[config.mk]
export PLATFORM = sky130hd
export DESIGN_NAME = two_key_debounce_long_press_core
export DESIGN_NICKNAME = d
export VERILOG_FILES = /design/src/design/tkd_pkg.sv /design/src/design/tkd_csr.sv /design/src/design/tkd_step.sv /design/src/design/tkd_evq.sv /design/src/design/two_key_debounce_long_press_core.sv
export SDC_FILE = /design/constraint.sdc
export NUM_CORES = 1
export LEC_CHECK = 0
export BUFFER_PORTS_ARGS = -buffer_cell sky130_fd_sc_hd__buf_4
export CORE_ASPECT_RATIO = 1.25
export CORE_MARGIN = 1.5
export CORE_UTILIZATION = 53
export DETAILED_ROUTE_END_ITERATION = 10
export GPL_TIMING_DRIVEN = 0
export PLACE_DENSITY_LB_ADDON = 0.2
export SYNTH_ARGS = -nofsm -noshare
export SYNTH_HDL_FRONTEND = slang
export SYNTH_SLANG_ARGS = --single-unit
export TNS_END_PERCENT = 50
[constraint.sdc]
create_clock -name clock -period 4.2 [get_ports clock]
set_clock_uncertainty 0.15 [all_clocks]
set_input_delay 0.21 -clock clock [delete_from_list [all_inputs] [get_ports clock]]
set_output_delay 0.21 -clock clock [all_outputs]
set_load 0.01 [all_outputs]
[src/design/tkd_pkg.sv]
`default_nettype none
// Shared types and constants for the two-key debounce / long-press core.
// Used by tkd_csr, tkd_step, tkd_evq and the top level.
package tkd_pkg;

   localparam int unsigned CodeWidth  = 4;
   localparam int unsigned ActWidth   = 2;
   localparam int unsigned DebWidth   = 10;
   localparam int unsigned LongWidth  = 16;
   localparam int unsigned AddrWidth  = 5;
   localparam int unsigned DataWidth  = 32;
   localparam int unsigned MaxEvents  = 3;

   localparam logic [ActWidth-1:0] ACT_RELEASE = 2'd0;
   localparam logic [ActWidth-1:0] ACT_PUSH    = 2'd1;
   localparam logic [ActWidth-1:0] ACT_LONG    = 2'd2;

   localparam logic [2:0] REG_SELECT_CODE = 3'd0;
   localparam logic [2:0] REG_NAV_CODE    = 3'd1;
   localparam logic [2:0] REG_PUSH_LEVEL  = 3'd2;
   localparam logic [2:0] REG_DEB_TICKS   = 3'd3;
   localparam logic [2:0] REG_LONG_TICKS  = 3'd4;

   localparam logic [CodeWidth-1:0] RST_SELECT_CODE = 4'd1;
   localparam logic [CodeWidth-1:0] RST_NAV_CODE    = 4'd2;
   localparam logic                 RST_PUSH_LEVEL  = 1'b0;
   localparam logic [DebWidth-1:0]  RST_DEB_TICKS   = 10'd50;
   localparam logic [LongWidth-1:0] RST_LONG_TICKS  = 16'd3000;

   typedef struct packed {
      logic [CodeWidth-1:0] select_key_code;
      logic [CodeWidth-1:0] nav_key_code;
      logic                 push_level;
      logic [DebWidth-1:0]  debounce_ticks;
      logic [LongWidth-1:0] long_press_ticks;
   } cfg_type;

   typedef struct packed {
      logic [1:0]           previous_levels;
      logic [1:0]           recorded_levels;
      logic [1:0]           pending_marks;
      logic [DebWidth-1:0]  debounce_count;
      logic                 debounce_running;
      logic [LongWidth-1:0] long_count;
      logic                 long_running;
      logic [CodeWidth-1:0] long_key;
   } state_type;

   typedef struct packed {
      logic [CodeWidth-1:0] key_code;
      logic [ActWidth-1:0]  key_action;
      logic                 last_event;
   } evt_type;

   localparam state_type STATE_RESET = '{
      previous_levels:  2'b11,
      recorded_levels:  2'b00,
      pending_marks:    2'b00,
      debounce_count:   '0,
      debounce_running: 1'b0,
      long_count:       '0,
      long_running:     1'b0,
      long_key:         '0
   };

endpackage
`default_nettype wire

[src/design/tkd_csr.sv]
`default_nettype none
// Configuration register file behind the APB-style port.
// Depends on tkd_pkg for register codes, reset values and cfg_type.
module tkd_csr (
   input  wire logic                           clock,
   input  wire logic                           reset,
   input  wire logic                           csr_psel,
   input  wire logic                           csr_penable,
   input  wire logic                           csr_pwrite,
   input  wire logic [tkd_pkg::AddrWidth-1:0]  csr_paddr,
   input  wire logic [tkd_pkg::DataWidth-1:0]  csr_pwdata,
   output logic      [tkd_pkg::DataWidth-1:0]  csr_prdata,
   output logic                                csr_pready,
   output tkd_pkg::cfg_type                    cfg
);

   tkd_pkg::cfg_type cfg_ff;
   tkd_pkg::cfg_type cfg_in;
   logic [2:0]       reg_idx;
   logic             wr_en;

   assign reg_idx    = csr_paddr[4:2];
   assign csr_pready = 1'b1;
   assign wr_en      = csr_psel & csr_penable & csr_pwrite & csr_pready;
   assign cfg        = cfg_ff;

   always_comb begin
      cfg_in = cfg_ff;
      if (wr_en) begin
         case (reg_idx)
            tkd_pkg::REG_SELECT_CODE:
               cfg_in.select_key_code = csr_pwdata[tkd_pkg::CodeWidth-1:0];
            tkd_pkg::REG_NAV_CODE:
               cfg_in.nav_key_code = csr_pwdata[tkd_pkg::CodeWidth-1:0];
            tkd_pkg::REG_PUSH_LEVEL:
               cfg_in.push_level = csr_pwdata[0];
            tkd_pkg::REG_DEB_TICKS:
               cfg_in.debounce_ticks = csr_pwdata[tkd_pkg::DebWidth-1:0];
            tkd_pkg::REG_LONG_TICKS:
               cfg_in.long_press_ticks = csr_pwdata[tkd_pkg::LongWidth-1:0];
            default: ;
         endcase
      end
   end

   always_ff @(posedge clock) begin
      if (reset) begin
         cfg_ff.select_key_code  <= tkd_pkg::RST_SELECT_CODE;
         cfg_ff.nav_key_code     <= tkd_pkg::RST_NAV_CODE;
         cfg_ff.push_level       <= tkd_pkg::RST_PUSH_LEVEL;
         cfg_ff.debounce_ticks   <= tkd_pkg::RST_DEB_TICKS;
         cfg_ff.long_press_ticks <= tkd_pkg::RST_LONG_TICKS;
      end else begin
         cfg_ff <= cfg_in;
      end
   end

   always_comb begin
      case (reg_idx)
         tkd_pkg::REG_SELECT_CODE:
            csr_prdata = {{(tkd_pkg::DataWidth-tkd_pkg::CodeWidth){1'b0}},
                          cfg_ff.select_key_code};
         tkd_pkg::REG_NAV_CODE:
            csr_prdata = {{(tkd_pkg::DataWidth-tkd_pkg::CodeWidth){1'b0}},
                          cfg_ff.nav_key_code};
         tkd_pkg::REG_PUSH_LEVEL:
            csr_prdata = {{(tkd_pkg::DataWidth-1){1'b0}}, cfg_ff.push_level};
         tkd_pkg::REG_DEB_TICKS:
            csr_prdata = {{(tkd_pkg::DataWidth-tkd_pkg::DebWidth){1'b0}},
                          cfg_ff.debounce_ticks};
         tkd_pkg::REG_LONG_TICKS:
            csr_prdata = {{(tkd_pkg::DataWidth-tkd_pkg::LongWidth){1'b0}},
                          cfg_ff.long_press_ticks};
         default:
            csr_prdata = '0;
      endcase
   end

endmodule
`default_nettype wire

[src/design/tkd_step.sv]
`default_nettype none
// Next-state and event logic for one tick: long timer, debounce expiry, edges.
// Depends on tkd_pkg for state_type, cfg_type, evt_type and action codes.
module tkd_step (
   input  wire tkd_pkg::state_type             state_cur,
   input  wire tkd_pkg::cfg_type               cfg,
   input  wire logic                           select_level,
   input  wire logic                           nav_level,
   output tkd_pkg::state_type                  state_nxt,
   output tkd_pkg::evt_type [tkd_pkg::MaxEvents-1:0] evts,
   output logic [1:0]                          evt_count
);

   always_comb begin
      tkd_pkg::state_type s;
      tkd_pkg::evt_type   slot [tkd_pkg::MaxEvents];
      logic [tkd_pkg::MaxEvents-1:0] slot_v;
      logic [1:0]                    lvl;
      logic [tkd_pkg::CodeWidth-1:0] code;
      logic [1:0]                    k;

      s      = state_cur;
      lvl    = {nav_level, select_level};
      code   = '0;
      slot_v = '0;
      for (int i = 0; i < tkd_pkg::MaxEvents; i++) begin
         slot[i] = '0;
      end

      // advance long-press timer
      if (s.long_running) begin
         if (s.long_count <= 16'd1) begin
            s.long_running = 1'b0;
            s.long_count   = '0;
            slot_v[0]      = 1'b1;
            slot[0].key_code   = s.long_key;
            slot[0].key_action = tkd_pkg::ACT_LONG;
         end else begin
            s.long_count = s.long_count - 16'd1;
         end
      end

      // advance debounce timer, settle select then nav
      if (s.debounce_running) begin
         if (s.debounce_count <= 10'd1) begin
            s.debounce_running = 1'b0;
            s.debounce_count   = '0;
            for (int b = 0; b < 2; b++) begin
               code = (b == 0) ? cfg.select_key_code : cfg.nav_key_code;
               if (s.pending_marks[b]) begin
                  s.pending_marks[b] = 1'b0;
                  if (s.recorded_levels[b] == lvl[b]) begin
                     slot_v[b+1]          = 1'b1;
                     slot[b+1].key_code   = code;
                     if (lvl[b] == cfg.push_level) begin
                        s.long_count   = cfg.long_press_ticks;
                        s.long_running = 1'b1;
                        s.long_key     = code;
                        slot[b+1].key_action = tkd_pkg::ACT_PUSH;
                     end else begin
                        s.long_running = 1'b0;
                        slot[b+1].key_action = tkd_pkg::ACT_RELEASE;
                     end
                  end
               end
            end
         end else begin
            s.debounce_count = s.debounce_count - 10'd1;
         end
      end

      // handle edges, select first
      for (int b = 0; b < 2; b++) begin
         if (s.previous_levels[b] != lvl[b]) begin
            s.previous_levels[b] = lvl[b];
            s.debounce_running   = 1'b0;
            if (!s.pending_marks[b]) begin
               s.recorded_levels[b] = lvl[b];
               s.pending_marks[b]   = 1'b1;
               s.debounce_count     = cfg.debounce_ticks;
               s.debounce_running   = 1'b1;
            end else begin
               s.pending_marks[b] = 1'b0;
            end
         end
      end

      // pack events in order, mark the final one
      evts = '0;
      k    = 2'd0;
      for (int i = 0; i < tkd_pkg::MaxEvents; i++) begin
         if (slot_v[i]) begin
            evts[k] = slot[i];
            k       = k + 2'd1;
         end
      end
      if (k != 2'd0) begin
         evts[k - 2'd1].last_event = 1'b1;
      end

      evt_count = k;
      state_nxt = s;
   end

endmodule
`default_nettype wire

[src/design/tkd_evq.sv]
`default_nettype none
// Event queue: takes up to three events per cycle, hands out one per cycle on pop.
// Depends on tkd_pkg for evt_type; DEPTH must be a power of two, at least 4.
module tkd_evq #(
   parameter int unsigned DEPTH = 4
) (
   input  wire logic                               clock,
   input  wire logic                               reset,
   input  wire logic [1:0]                         push_n,
   input  wire tkd_pkg::evt_type [tkd_pkg::MaxEvents-1:0] push_evt,
   input  wire logic                               pop,
   output tkd_pkg::evt_type                        head,
   output logic [$clog2(DEPTH+1)-1:0]              count
);

   localparam int unsigned AW = $clog2(DEPTH);
   localparam int unsigned CW = $clog2(DEPTH+1);

   tkd_pkg::evt_type   mem_ff [DEPTH];
   logic [AW-1:0]      wr_ptr_ff, wr_ptr_in;
   logic [AW-1:0]      rd_ptr_ff, rd_ptr_in;
   logic [CW-1:0]      count_ff, count_in;

   assign head  = mem_ff[rd_ptr_ff];
   assign count = count_ff;

   always_comb begin
      wr_ptr_in = wr_ptr_ff + AW'(push_n);
      rd_ptr_in = rd_ptr_ff + AW'(pop);
      count_in  = count_ff + CW'(push_n) - CW'(pop);
   end

   always_ff @(posedge clock) begin
      for (int k = 0; k < tkd_pkg::MaxEvents; k++) begin
         if (2'(k) < push_n) begin
            mem_ff[wr_ptr_ff + AW'(k)] <= push_evt[k];
         end
      end
   end

   always_ff @(posedge clock) begin
      if (reset) begin
         wr_ptr_ff <= '0;
         rd_ptr_ff <= '0;
         count_ff  <= '0;
      end else begin
         wr_ptr_ff <= wr_ptr_in;
         rd_ptr_ff <= rd_ptr_in;
         count_ff  <= count_in;
      end
   end

endmodule
`default_nettype wire

[src/design/two_key_debounce_long_press_core.sv]
`default_nettype none
// Channel  | Dir | Handshake        | Payload
// req_     | in  | tvalid/tready    | tdata[0] select_level, tdata[1] nav_level
// rsp_     | out | tvalid/tready    | tdata[3:0] key_code, [5:4] key_action; tlast
// csr_     | in  | psel/penable/... | 5 registers at 4*i, pready tied high
//
// One tick per cycle is taken while req_tready is high: state update and event
// generation happen at the accepting edge, events land in the queue in the same edge.
// A tick gives up to three events; the queue head drains one per cycle under rsp_tready.
// req_tready is high while the queue has room for three events.
// Synchronous active-high reset; no clearing pass, ready in the first cycle after reset.
// Depends on tkd_pkg, tkd_csr, tkd_step and tkd_evq.
module two_key_debounce_long_press_core #(
   parameter int unsigned EVQ_DEPTH = 4
) (
   input  wire logic                           clock,
   input  wire logic                           reset,
   input  wire logic                           req_tvalid,
   output logic                                req_tready,
   input  wire logic [7:0]                     req_tdata,   // select_level, nav_level
   output logic                                rsp_tvalid,
   input  wire logic                           rsp_tready,
   output logic      [7:0]                     rsp_tdata,   // key_code, key_action
   output logic                                rsp_tlast,
   input  wire logic                           csr_psel,
   input  wire logic                           csr_penable,
   input  wire logic                           csr_pwrite,
   input  wire logic [tkd_pkg::AddrWidth-1:0]  csr_paddr,
   input  wire logic [tkd_pkg::DataWidth-1:0]  csr_pwdata,
   output logic      [tkd_pkg::DataWidth-1:0]  csr_prdata,
   output logic                                csr_pready
);

   localparam int unsigned CW = $clog2(EVQ_DEPTH+1);

   tkd_pkg::cfg_type    cfg;
   tkd_pkg::state_type  state_ff, state_in;
   tkd_pkg::state_type  state_nxt;
   tkd_pkg::evt_type [tkd_pkg::MaxEvents-1:0] evts;
   tkd_pkg::evt_type    head;
   logic [1:0]          evt_count;
   logic [1:0]          push_n;
   logic [CW-1:0]       q_count;
   logic                accept;
   logic                pop;

   tkd_csr u_csr (
      .clock       (clock),
      .reset       (reset),
      .csr_psel    (csr_psel),
      .csr_penable (csr_penable),
      .csr_pwrite  (csr_pwrite),
      .csr_paddr   (csr_paddr),
      .csr_pwdata  (csr_pwdata),
      .csr_prdata  (csr_prdata),
      .csr_pready  (csr_pready),
      .cfg         (cfg)
   );

   tkd_step u_step (
      .state_cur    (state_ff),
      .cfg          (cfg),
      .select_level (req_tdata[0]),
      .nav_level    (req_tdata[1]),
      .state_nxt    (state_nxt),
      .evts         (evts),
      .evt_count    (evt_count)
   );

   tkd_evq #(
      .DEPTH (EVQ_DEPTH)
   ) u_evq (
      .clock    (clock),
      .reset    (reset),
      .push_n   (push_n),
      .push_evt (evts),
      .pop      (pop),
      .head     (head),
      .count    (q_count)
   );

   assign req_tready = (q_count <= CW'(EVQ_DEPTH - tkd_pkg::MaxEvents));
   assign accept     = req_tvalid & req_tready;
   assign push_n     = accept ? evt_count : 2'd0;
   assign rsp_tvalid = (q_count != '0);
   assign pop        = rsp_tvalid & rsp_tready;
   assign rsp_tdata  = {2'b00, head.key_action, head.key_code};
   assign rsp_tlast  = head.last_event;
   assign state_in   = accept ? state_nxt : state_ff;

   always_ff @(posedge clock) begin
      if (reset) begin
         state_ff <= tkd_pkg::STATE_RESET;
      end else begin
         state_ff <= state_in;
      end
   end

`ifndef ASSERT_OFF
   a_q_bound: assert property (@(posedge clock) disable iff (reset)
      q_count <= CW'(EVQ_DEPTH))
      else $error("event queue count above depth");

   a_tick_whole: assert property (@(posedge clock) disable iff (reset)
      (rsp_tvalid && rsp_tready && !rsp_tlast) |-> (q_count >= CW'(2)))
      else $error("rest of a tick's events missing from queue");

   a_action_code: assert property (@(posedge clock) disable iff (reset)
      rsp_tvalid |-> (rsp_tdata[5:4] != 2'd3))
      else $error("undefined key action on result");

   a_head_hold: assert property (@(posedge clock) disable iff (reset)
      (rsp_tvalid && !rsp_tready)
      |=> (rsp_tvalid && $stable(rsp_tdata) && $stable(rsp_tlast)))
      else $error("waiting result changed before it was taken");
`endif

endmodule
`default_nettype wire
==> results of run 1 <==
==> metal layers <==
layer / vias to the layer above / track usage, %
li1: 3111 / -
met1: 3149 / 34.0
met2: 220 / 57.7
met3: 55 / 3.52
met4: 0 / 15.4
met5: - / 0
==> cells by family (layout without fill, tap and decap cells) <==
logic type | Yosys count | in the layout | synth area share, %
buf+inv | 99 | 182 | 6.98
simple gates | 325 | 325 | 24.7
xor+xnor | 14 | 14 | 1.81
other cells | 2 | 19 | 0.111
mux | 50 | 50 | 8.70
compound gates | 199 | 199 | 18.7
flops | 108 | 108 | 36.1
fa+ha+maj | 15 | 15 | 2.81
==> sequential cells by signal (all words and copies together), names as in the netlist <==
| register | flops |
|---|---|
| u_csr.cfg | 35 |
| u_evq.mem_ff | 28 |
| state_ff | 38 |
| u_evq.count | 3 |
| u_evq.rd_ptr_ff | 2 |
| u_evq.wr_ptr_ff | 2 |
==> layout make-up <==
class / count / area share [%]
plain buffers: 72 / 4.69
inverters: 25 / 1.22
multi-input cells: 622 / 49.8
clock buffers: 12 / 3.51
repair buffers: 69 / 7.05
well taps: 164 / 2.59
clock inverters: 4 / 0.348
flip-flops and latches: 108 / 30.8
==> power breakdown <==
part / internal (mW) / switching (mW) / total [mW]
clock network: 0.473 / 0.410 / 0.884
registers: 1.13 / 0.0739 / 1.20
logic: 0.426 / 0.675 / 1.10
total: 2.03 / 1.16 / 3.19
==> cells in the mapped netlist, drive strengths merged (3+ instances only) <==
cell type  number  area [µm²]
nand2         108         405
dfxtp          80        1600
a21oi          57         285
nor2           53         201
o21ai          53         280
clkbuf         44         165
mux2i          43         430
nor3           39         211
buf            30         213
nand3          29         150
edfxtp         28         841
inv            25        93.8
and2           16         100
a31oi          15        93.8
and3           15        93.8
nor4           14         124
ha             12         150
o211ai         12        90.1
xnor2          12         105
a211oi         11        82.6
nand4          11        68.8
mux4            7         158
nor2b           7        43.8
a22o            6        52.6
a22oi           6        45.0
or2             6        37.5
a21o            5        37.5
nand3b          5        37.5
o2111ai         5        43.8
a221oi          4        35.0
and4            4        35.0
o21a            4        30.0
o31ai           4        30.0
or4             4        37.5
nor3b           3        27.5
nor4b           3        26.3
==> critical path, delay by kind of cell (launching register included) <==
family	cells	cell delay [ps]
buffers and inverters	2	360
AND/OR/NAND/NOR	7	1820
flip-flops	1	370
adder cells (fa/ha/maj)	1	430
AO/OA/AOI/OAI	2	540
==> stage by stage <==
step | total power [mW] | hold slack [ps]
6_report | 3.19 | 63.3
3_3_place_gp | 2.23 | 275
4_1_cts | 3.13 | 61.6
2_1_floorplan | 1.93 | 183
3_5_place_dp | 2.26 | 283
5_1_grt | 3.33 | 77.7
==> worst max path at each step <==
stage | endpoint | slack (ps)
5_1_grt | u_evq.count[2]$_SDFF_PP0_ | -10
3_3_place_gp | u_evq.count[2]$_SDFF_PP0_ | -490
2_1_floorplan | u_evq.count[2]$_SDFF_PP0_ | 200
4_1_cts | u_evq.mem_ff[2][1]$_DFFE_PP_ | 5
3_5_place_dp | u_evq.count[2]$_SDFF_PP0_ | -590
6_report | u_evq.mem_ff[2][1]$_DFFE_PP_ | 200
==> repair_timing <==
action | 4_1_cts | 5_1_grt
gates cloned | 0 | 0
endpoints found under the hold margin | 26 | 0
buffers inserted | 0 | 3
pin swaps | 0 | 1
setup endpoints to repair | 34 | 43
hold buffers | 16 | 0
gates resized for setup | 2 | 7
==> out/qor.yml, run 1 <==
run_status:
  run_status: "finished clean"
sta:
  finalSetupViolations: 0
  fin_ws_ps: 205
  worst_pin_slew_ps: 1120
  final.setup.tns_ps: 0
  fmax_ghz: 0.250
  maxSlewViolCount: 0
  finalCritPeriodShare_pct: 95.1
  slew-limit-headroom_pct: 24.4
  period_needed_ps: 4000
  finalHoldViolCount: 0
placement:
  place_area_um2: 7400
  dp_hpwl_mm: 15.3
  dpl.cell_count: 1043
  dp_slack_ps: -586
  io_buffers: 50
  place_congestion: 0.926
cells_and_area:
  diodes: 0
  stdcell_area_um2: 7920
  fin_nets: 972
  multiInputGateArea_um2: 3940
  fin_util_pct: 64.5
  layoutNonFillerInstCount: 1076
  fill_cells: 1131
  area_delta_synth_final_pct: 17.2
  drive_above_1_share_pct: 14.7
  final_common_cell: "nand2_1"
  final_cell_mix: "nand2_1, dfxtp_1, buf_4"
  seq_area_um2: 2440
critical_path:
  r2r-end: "u_evq.mem_ff[2][1]$_DFFE_PP_"
  worstSetupStartpointType: "register"
  cp_cell_sequence: "or4_4 -> nor4_4 -> buf_4 -> nand3_4 -> ha_1 -> and2_1 -> nand4_1 -> or2_0 -> clkbuf_1 -> a311o_2 -> nand3b_1 -> a31oi_1"
  ff2ff_setup_slack_ps: 200
  path_max_fanout: 10
  critPathArrivalTime_ps: 3910
  critPathKind: "register to register"
  ff2ff_path_depth: 12
  cp_slowest_cell: "or4_4"
  required_ps: 4110
  cp_slowest_stage_delay_ps: 580
  r2r-start: "state_ff[15]$_SDFFE_PP0P_"
  crit_start: "state_ff[15]$_SDFFE_PP0P_"
  critical_path.endpoint_type: "register"
synth:
  ys_types: 74
  synth_edf_count: 28
  ys_async_sr_fraction_pct: 0
  seq_area_frac_synth_pct: 36.1
  netlist_instances: 812
  synth_area_per_cell_um2: 8.32
  yosysWarnings: 0
  synth-seq-cells: 108
  synth_area_um2: 6760
  synthFlopType: "dfxtp_1"
floorplanning:
  dieArea_um2: 13400
  ios: 96
  start_util_pct: 55.1
  dieHeight_um: 129
  rows: 45
  coreArea_um2: 12300
  dieWidth_um: 104
grt:
  grt_antenna_before_repair: 0
  grt_pass1_vias: 6581
  grt_pass1_wl_mm: 32.5
  grt.overflow.total: 0
  grt_max_degree: 18
  track_usage_pct: 30.5
routing:
  route.detailed.drc: 0
  wl_mm: 20.3
  wl_met3_um: 859
  via_per_inst: 6.07
  first_pass_iters: 4
  wl_met2_mm: 10.7
  met1_length_mm: 7.99
  highest_layer: "met4"
  first_iter_violations: 383
  antenna_left: 0
  vias: 6535
  wl_per_cell_um: 18.8
worst_hold_path:
  min_from: "req_tdata[1]"
  hold_path.class: "input pin to register"
  hold_depth: 3
  hold_end: "state_ff[35]$_SDFFE_PP0P_"
job:
  cap_viol_max_count: 0
clock_tree:
  htree_levels: 3
  cts-root-buf: "clkbuf_16"
  cts_made_buffers: 9
  cts_tree: "done"
  clock-sinks: 108
  clk_pin_slew_ps: 80
  cts_max_path_buffers: 2
  clkLatencyLatePin_ps: 370
power_and_ir_drop:
  vdd_drop_max_uv: 219
  p_per_area_nw_per_um2: 403
  p_leak_nw: 3.18
No activity file was read; power rests on OpenSTA's default activity.
==> inputs of run 2 (changes only) <==
- CORE_UTILIZATION: 53 -> 54
- SETUP_SLACK_MARGIN: not set -> 0.2
- SYNTH_HIERARCHICAL: not set -> 1
==> run 2 against run 1 <==
Sequential share of layout area shrank 2.9 points. Clock-buffer cell count shrank 1. Final cell count grew 5.7%. Clock power grew 0.7%. Core utilization shrank 0.93 points. Die area grew 10%. Synthesized cell count grew 6.3%. Register-to-register slack gained 270 ps. Maximum frequency grew 7.3%. Worst hold slack lost 50 ps.
==> out/qor.yml, run 2 <==
critical_path:
  cp_slowest_stage_delay_ps: 430  # -150 ps
  critical_path.endpoint_type: "register"
  path_max_fanout: 11  # +1
  worstSetupStartpointType: "register"
  critPathArrivalTime_ps: 3820  # -90 ps
  crit_end: "u_evq/count[2]$_SDFF_PP0_"
  r2r-end: "u_evq/count[2]$_SDFF_PP0_"
  ff2ff_setup_slack_ps: 480  # +270 ps
  cp_slowest_cell: "fa_1"
  critPathKind: "register to register"
  crit_start: "state_ff[15]$_SDFFE_PP0P_"
  r2r-start: "state_ff[15]$_SDFFE_PP0P_"
  ff2ff_path_depth: 15  # +3
  required_ps: 4290  # +180 ps
  cp_cell_sequence: "or3_4 -> nand4b_4 -> nor4_4 -> buf_6 -> inv_2 -> ha_1 -> o21ai_0 -> and2_2 -> buf_6 -> inv_1 -> ha_1 -> inv_1 -> fa_1 -> xnor2_1 -> nor2_1"
floorplanning:
  ios: 96  # unchanged
  start_util_pct: 55.2  # +0.13 points
  coreArea_um2: 13800  # +12%
  dieArea_um2: 14800  # +10%
  dieHeight_um: 136  # +4.9%
  dieWidth_um: 109  # +4.9%
  rows: 48  # +6.7%
clock_tree:
  cts_made_buffers: 9  # unchanged
  clkLatencyLatePin_ps: 360  # about the same
  cts_tree: "done"
  cts-root-buf: "clkbuf_16"
  cts_max_path_buffers: 2  # unchanged
  clk_pin_slew_ps: 70  # about the same
  clock-sinks: 108  # unchanged
  htree_levels: 3  # unchanged
placement:
  place_congestion: 0.919  # -0.73%
  dp_slack_ps: -139  # +446 ps
  io_buffers: 50  # unchanged
  dp_hpwl_mm: 13.9  # -9.0%
job:
  cap_viol_max_count: 0  # unchanged
grt:
  grt_antenna_before_repair: 0  # unchanged
  grt_max_degree: 19  # +1
  grt.overflow.total: 0  # unchanged
  track_usage_pct: 25.6  # -4.9 points
  grt_pass1_wl_mm: 29.5  # -9.4%
  grt_pass1_vias: 6085  # -7.5%
cells_and_area:
  area_delta_synth_final_pct: 15.2
  final_cell_mix: "nand2b_1, nand2_1, nor2_1"
  drive_above_1_share_pct: 18.6  # +3.9 points
  diodes: 0  # unchanged
  largest_register: "state_ff"
  largest_reg_flops: 38  # unchanged
  final_common_cell: "nand2b_1"
  fill_cells: 1185  # +4.8%
  fin_nets: 1026  # +5.6%
synth:
  synth-xor-area-share_pct: 2.88  # +1.1 points
  synth_edf_count: 28  # unchanged
  synth_area_leaders: "dfxtp_1, edfxtp_1, mux2i_1"
  yosysWarnings: 6  # +6
  synthFlopType: "dfxtp_1"
  synth_top_area_share_pct: 21.1  # -2.6 points
  synth_top_family_by_area: "simple AND/OR/NAND/NOR gates"
  yosys.area.top_type: "dfxtp_1"
  synthSimpleGateAreaFrac_pct: 28.9  # +4.2 points
  synth_area_um2: 7590  # +12%
  ys_types: 74  # unchanged
  post-synth-top-count-cell: "nand2b_1"
  yosys-top-cells-count: "nand2b_1, nand2_1, nor2_1"
  seq_area_frac_synth_pct: 32.2  # -4.0 points
  synth-seq-cells: 108  # unchanged
  synth_compound_area_share_pct: 10.2  # -8.5 points
  ys_async_sr_fraction_pct: 0  # unchanged
  synth_area_per_cell_um2: 8.79  # +5.7%
  netlist_instances: 863  # +6.3%
  muxShareOfSynthArea_pct: 15.2  # +6.5 points
  synth_fa_ha_area_share_pct: 2.90  # +0.087 points
routing:
  wl_per_cell_um: 16.2  # -14%
  highest_layer: "met4"
  wl_met3_um: 543  # -37%
  antenna_left: 0  # unchanged
  route.detailed.drc: 0  # unchanged
  wl_mm: 18.4  # -9.2%
  met1_length_mm: 7.56  # -5.3%
  wl_met2_mm: 9.85  # -8.0%
  first_pass_iters: 5  # +1
  first_iter_violations: 356  # -7.0%
  via_per_inst: 5.53  # -9.0%
  vias: 6286  # -3.8%
sta:
  finalCritPeriodShare_pct: 88.7  # -6.5 points
  rsz0062_at_grt: "false"
  period_needed_ps: 3720  # -272 ps
  fmax_ghz: 0.269  # +7.3%
  finalSetupViolations: 0  # unchanged
  finalHoldViolCount: 0  # unchanged
  hold_ws_ps: 13.1  # -50.1 ps
  fin_ws_ps: 477  # +272 ps
  worst_pin_slew_ps: 784  # -341 ps
  maxSlewViolCount: 0  # unchanged
  slew-limit-headroom_pct: 47.3  # +23 points
worst_hold_path:
  hold_path.class: "input pin to register"
  hold_depth: 2  # -1
power_and_ir_drop:
  internal-power_mw: 2.08  # +2.3%
  clock_power_share_pct: 29.3  # +1.6 points
  p_sw_mw: 0.960  # -17%
  pwr-share-seq_pct: 39.2  # +1.5 points
  switching_share_pct: 31.6  # -4.7 points
  p_per_area_nw_per_um2: 347  # -14%
  p_comb_share_pct: 31.5  # -3.0 points
  vdd_drop_max_uv: 237  # +8.4%
  p_leak_nw: 3.54  # +11%
run_status:
  run_status: "finished clean"
run 2: worst min path at each step:
stage,endpoint,slack [ps],start
3_3_place_gp,state_ff[21]$_SDFFE_PP0P_,310,state_ff[21]$_SDFFE_PP0P_
3_5_place_dp,state_ff[21]$_SDFFE_PP0P_,320,state_ff[21]$_SDFFE_PP0P_
5_1_grt,u_evq/rd_ptr_ff[1]$_SDFF_PP0_,20,reset
4_1_cts,u_evq/count[2]$_SDFF_PP0_,7,reset
2_1_floorplan,u_evq/count[0]$_SDFF_PP0_,130,reset
6_report,u_evq/count[2]$_SDFF_PP0_,10,reset
run 2: per-stage QoR:
step	cell area, µm²	total power, mW	util (%)	cells	TNS (ps)
final	8750	3.04	63.6	1137	0
after global routing	8750	3.19	63.6	1137	0
after CTS	8710	3.04	63.3	1135	0
after detailed placement	8250	2.14	60.0	1105	-1580
after global placement	8250	2.12	60.0	1105	-850
after floorplan	7650	1.91	-	880	0
run 2: final cells by class:
| cell class | instances | area (µm²) | area share [%] |
|---|---|---|---|
| buffer | 73 | 495 | 5.66 |
| clock buffer | 11 | 243 | 2.77 |
| clock inverter | 5 | 66.3 | 0.758 |
| inverter | 21 | 78.8 | 0.901 |
| multi-input combinational | 678 | 4670 | 53.4 |
| sequential | 108 | 2440 | 27.9 |
| tap | 175 | 219 | 2.50 |
| timing repair buffer | 66 | 531 | 6.06 |
run 2: kinds of logic after synthesis:
kind of cell               count (synthesis)
buffers and inverters                     94
and+or+nand+nor                          398
muxes                                    103
xor gates and xnor gates                  25
adders and majority gates                 17
other                                      4
AOI/OAI and AO/OA                        114
DFF                                      108
run 2: per-layer routing:
metal	up-vias	GRT usage, %
li1	3142	-
met1	2940	28.1
met2	170	47.7
met3	34	3.27
met4	0	12.1
met5	-	0
run 2: timing repair:
item | 4_1_cts | 5_1_grt
endpoints found under the hold margin | 19 | 0
resized for setup | 2 | 8
buffers inserted | 0 | 2
setup endpoints to repair | 21 | 42
hold buffers | 14 | 0
pin swaps | 0 | 2
run 2: power by group through the flow:
stage	Clock (mW)	Combinational, mW	Sequential (mW)
finish	0.890	0.956	1.19
detailed placement	0	0.925	1.21
global placement	0	0.913	1.21
floorplan	0	0.718	1.19
CTS	0.906	0.944	1.19
global route	0.940	1.06	1.20
run 2: critical path, delay by kind of cell, from the launching register on:
kind,cells,cell delay [ps]
adders and majority gates,3,970
buffers and inverters,5,590
DFF,1,330
and+or+nand+nor,5,1260
xor gates and xnor gates,1,170
AOI/OAI and AO/OA,1,150
==> inputs of run 3 (changes only) <==
- ABC_AREA: not set -> 1
==> run 3 against run 2 <==
Cell area is 3.0% higher. Register-to-register slack improved by 50 ps. Wire length grew 18%.
==> out/qor.yml, run 3 <==
routing:
  route.detailed.drc: 0  # unchanged
  first_pass_iters: 5  # unchanged
  wl_per_cell_um: 14.0  # -13%
  vias: 7920  # +26%
  first_iter_violations: 477  # +34%
  via_per_inst: 5.12  # -7.4%
  wl_mm: 21.6  # +18%
  antenna_left: 0  # unchanged
floorplanning:
  dieHeight_um: 139  # +2.2%
  coreArea_um2: 14300  # +4.3%
  dieArea_um2: 15400  # +4.4%
  rows: 49  # +2.1%
  ios: 96  # unchanged
  dieWidth_um: 111  # +2.2%
  start_util_pct: 55.3  # +0.10 points
synth:
  yosysWarnings: 6  # unchanged
  netlist_instances: 1275  # +48%
  synth_top_family_by_area: "simple AND/OR/NAND/NOR gates"
  synth_area_um2: 7930  # +4.5%
  synth-xor-area-share_pct: 1.44  # -1.4 points
  synth_edf_count: 28  # unchanged
  synth-seq-cells: 108  # unchanged
  synth_area_per_cell_um2: 6.22  # -29%
  synthSimpleGateAreaFrac_pct: 43.8  # +15 points
  ys_async_sr_fraction_pct: 0  # unchanged
  ys_types: 41  # -45%
  yosys.area.top_type: "dfxtp_1"
  yosys-top-cells-count: "nand2_1, inv_1, nand3_1, nor2_1, dfxtp_1"
  synth_fa_ha_area_share_pct: 2.78  # -0.12 points
  post-synth-top-count-cell: "nand2_1"
  muxShareOfSynthArea_pct: 0  # -15 points
  synth_area_leaders: "dfxtp_1, nand2_1, edfxtp_1"
  synthFlopType: "dfxtp_1"
  synth_top_area_share_pct: 20.2  # -0.91 points
  synth_compound_area_share_pct: 6.77  # -3.4 points
  seq_area_frac_synth_pct: 30.8  # -1.4 points
power_and_ir_drop:
  p_leak_nw: 4.66  # +32%
  p_per_area_nw_per_um2: 451  # +30%
  p_comb_share_pct: 45.1  # +14 points
  vdd_drop_max_uv: 337  # +42%
  internal-power_mw: 2.37  # +14%
  p_sw_mw: 1.70  # +77%
  clock_power_share_pct: 21.8  # -7.5 points
  switching_share_pct: 41.9  # +10 points
  power.total_mw: 4.07  # +34%
  pwr-share-seq_pct: 33.2  # -6.0 points
sta:
  finalHoldViolCount: 0  # unchanged
  worst_pin_slew_ps: 758  # -26.0 ps
  maxSlewViolCount: 0  # unchanged
  finalCritPeriodShare_pct: 87.6  # -1.1 points
  rsz0062_at_grt: "false"
  slew-limit-headroom_pct: 49.4  # +2.1 points
  period_needed_ps: 3680  # -45.9 ps
  finalSetupViolations: 0  # unchanged
  final.setup.tns_ps: 0  # unchanged
  fmax_ghz: 0.272  # +1.2%
clock_tree:
  cts_max_path_buffers: 2  # unchanged
  cts_tree: "done"
  cts-root-buf: "clkbuf_16"
  htree_levels: 3  # unchanged
  postCtsSetupBuffers: 0  # unchanged
  clkLatencyLatePin_ps: 360  # about the same
  clk_pin_slew_ps: 70  # about the same
  cts_made_buffers: 9  # unchanged
  clock-sinks: 108  # unchanged
placement:
  dpl.cell_count: 1521  # +38%
  place_congestion: 0.938  # +2.0%
  io_buffers: 51  # +2.0%
  dp_hpwl_mm: 16.9  # +21%
critical_path:
  critPathArrivalTime_ps: 3780  # -40 ps
  path_max_fanout: 10  # -1
  critPathKind: "register to register"
  ff2ff_setup_slack_ps: 520  # +50 ps
  critical_path.endpoint_type: "register"
  worstSetupStartpointType: "register"
  required_ps: 4310  # +20 ps
  cp_slowest_stage_delay_ps: 440  # about the same
  cp_slowest_cell: "fa_1"
  crit_top_cell: "inv_1"
  cp_cell_sequence: "inv_1 -> ha_1 -> o21ai_1 -> nor2_1 -> nand3_1 -> buf_2 -> ha_1 -> nand2_1 -> nand2_1 -> inv_2 -> inv_1 -> nor2_1 -> inv_1 -> ha_1 -> inv_1 -> fa_1 -> a21oi_1 -> nor2_1"
cells_and_area:
  multiInputGateArea_um2: 4430  # -5.2%
  drive_above_1_share_pct: 13.7  # -4.9 points
  seq_area_um2: 2440  # unchanged
  largest_register: "state_ff"
  area_delta_synth_final_pct: 13.6
  layoutNonFillerInstCount: 1547  # +36%
  fill_cells: 1431  # +21%
  largest_reg_flops: 38  # unchanged
  final_cell_mix: "nand2_1, inv_1, nand3_1"
  final_common_cell: "nand2_1"
  fin_nets: 1433  # +40%
  diodes: 0  # unchanged
grt:
  track_usage_pct: 28.4  # +2.8 points
  grt.overflow.total: 0  # unchanged
  grt_pass1_wl_mm: 35.6  # +21%
  grt_max_degree: 20  # +1
  grt_pass1_vias: 7443  # +22%
  grt_antenna_before_repair: 0  # unchanged
run_status:
  run_status: "finished clean"
job:
  cap_viol_max_count: 0  # unchanged
worst_hold_path:
  hold_path.class: "input pin to register"
-- run 3: power groups by stage --
stage          Clock, mW  Combinational [mW]  Sequential, mW
3_5_place_dp           0                1.81            1.37
2_1_floorplan          0                1.39            1.33
5_1_grt            0.944                2.09            1.37
3_3_place_gp           0                1.77            1.37
4_1_cts            0.912                1.82            1.35
6_report           0.886                1.83            1.35
-- run 3: critical path: cells and delay by family (launching register included) --
kind            cells  cell delay (ps)
fa+ha+maj           4             1210
buf+inv             6              680
simple gates        6              960
compound gates      2              220
flops               1              350
-- run 3: path summary, 6_finish.rpt --
path,depth (start not counted),endpoint,startpoint
setup reg to reg,18,u_evq/count[2]$_SDFF_PP0_,state_ff[5]$_SDFFE_PP0P_
hold reg to reg,2,state_ff[4]$_SDFFE_PP0P_,state_ff[4]$_SDFFE_PP0P_
setup / recovery,18,u_evq/count[2]$_SDFF_PP0_,state_ff[5]$_SDFFE_PP0P_
hold / removal,5,u_csr/cfg[10]$_SDFFE_PP0P_,csr_pwdata[10]
-- run 3: cell type report --
type                            count  area share, %
Tap cell                          178           2.47
Multi-Input combinational cell    935           49.1
Inverter                          183           7.62
Clock buffer                        9           2.50
Buffer                             66           4.87
Clock inverter                      7          0.944
Sequential cell                   108           27.1
Timing Repair Buffer               61           5.36
-- run 3: per-stage QoR --
stage	cell area (µm²)	utilization [%]	worst slack, ps	hold WS (ps)
2_1_floorplan	8000	-	932	131
3_3_place_gp	8600	60.0	413	282
3_5_place_dp	8600	60.0	363	281
4_1_cts	9010	62.8	343	12.4
5_1_grt	9010	62.8	228	54.9
6_report	9010	62.8	523	27.8
-- run 3: timing repair --
action | CTS | global route
hold buffers | 10 | 0
setup endpoints to repair | 0 | 21
resized for setup | 0 | 1
hold endpoints to repair | 19 | 0
-- run 3: layer usage --
layer | vias to the layer above | part of all wire, % | global-route usage, %
met2 | 195 | 50 | 50.9
met1 | 3529 | 41 | 32.3
li1 | 4133 | - | -
met3 | 63 | 4.4 | 3.73
met4 | 0 | 4.8 | 16.2
met5 | - | 0 | 0
-- run 3: logic make-up (layout without fill, tap and decap cells) --
kind of cell               count (synthesis)  in the layout
xor gates and xnor gates                  13             13
other                                      4             21
DFF                                      108            108
buffers and inverters                    249            326
and+or+nand+nor                          785            785
AOI/OAI and AO/OA                         99             99
adders and majority gates                 17             17
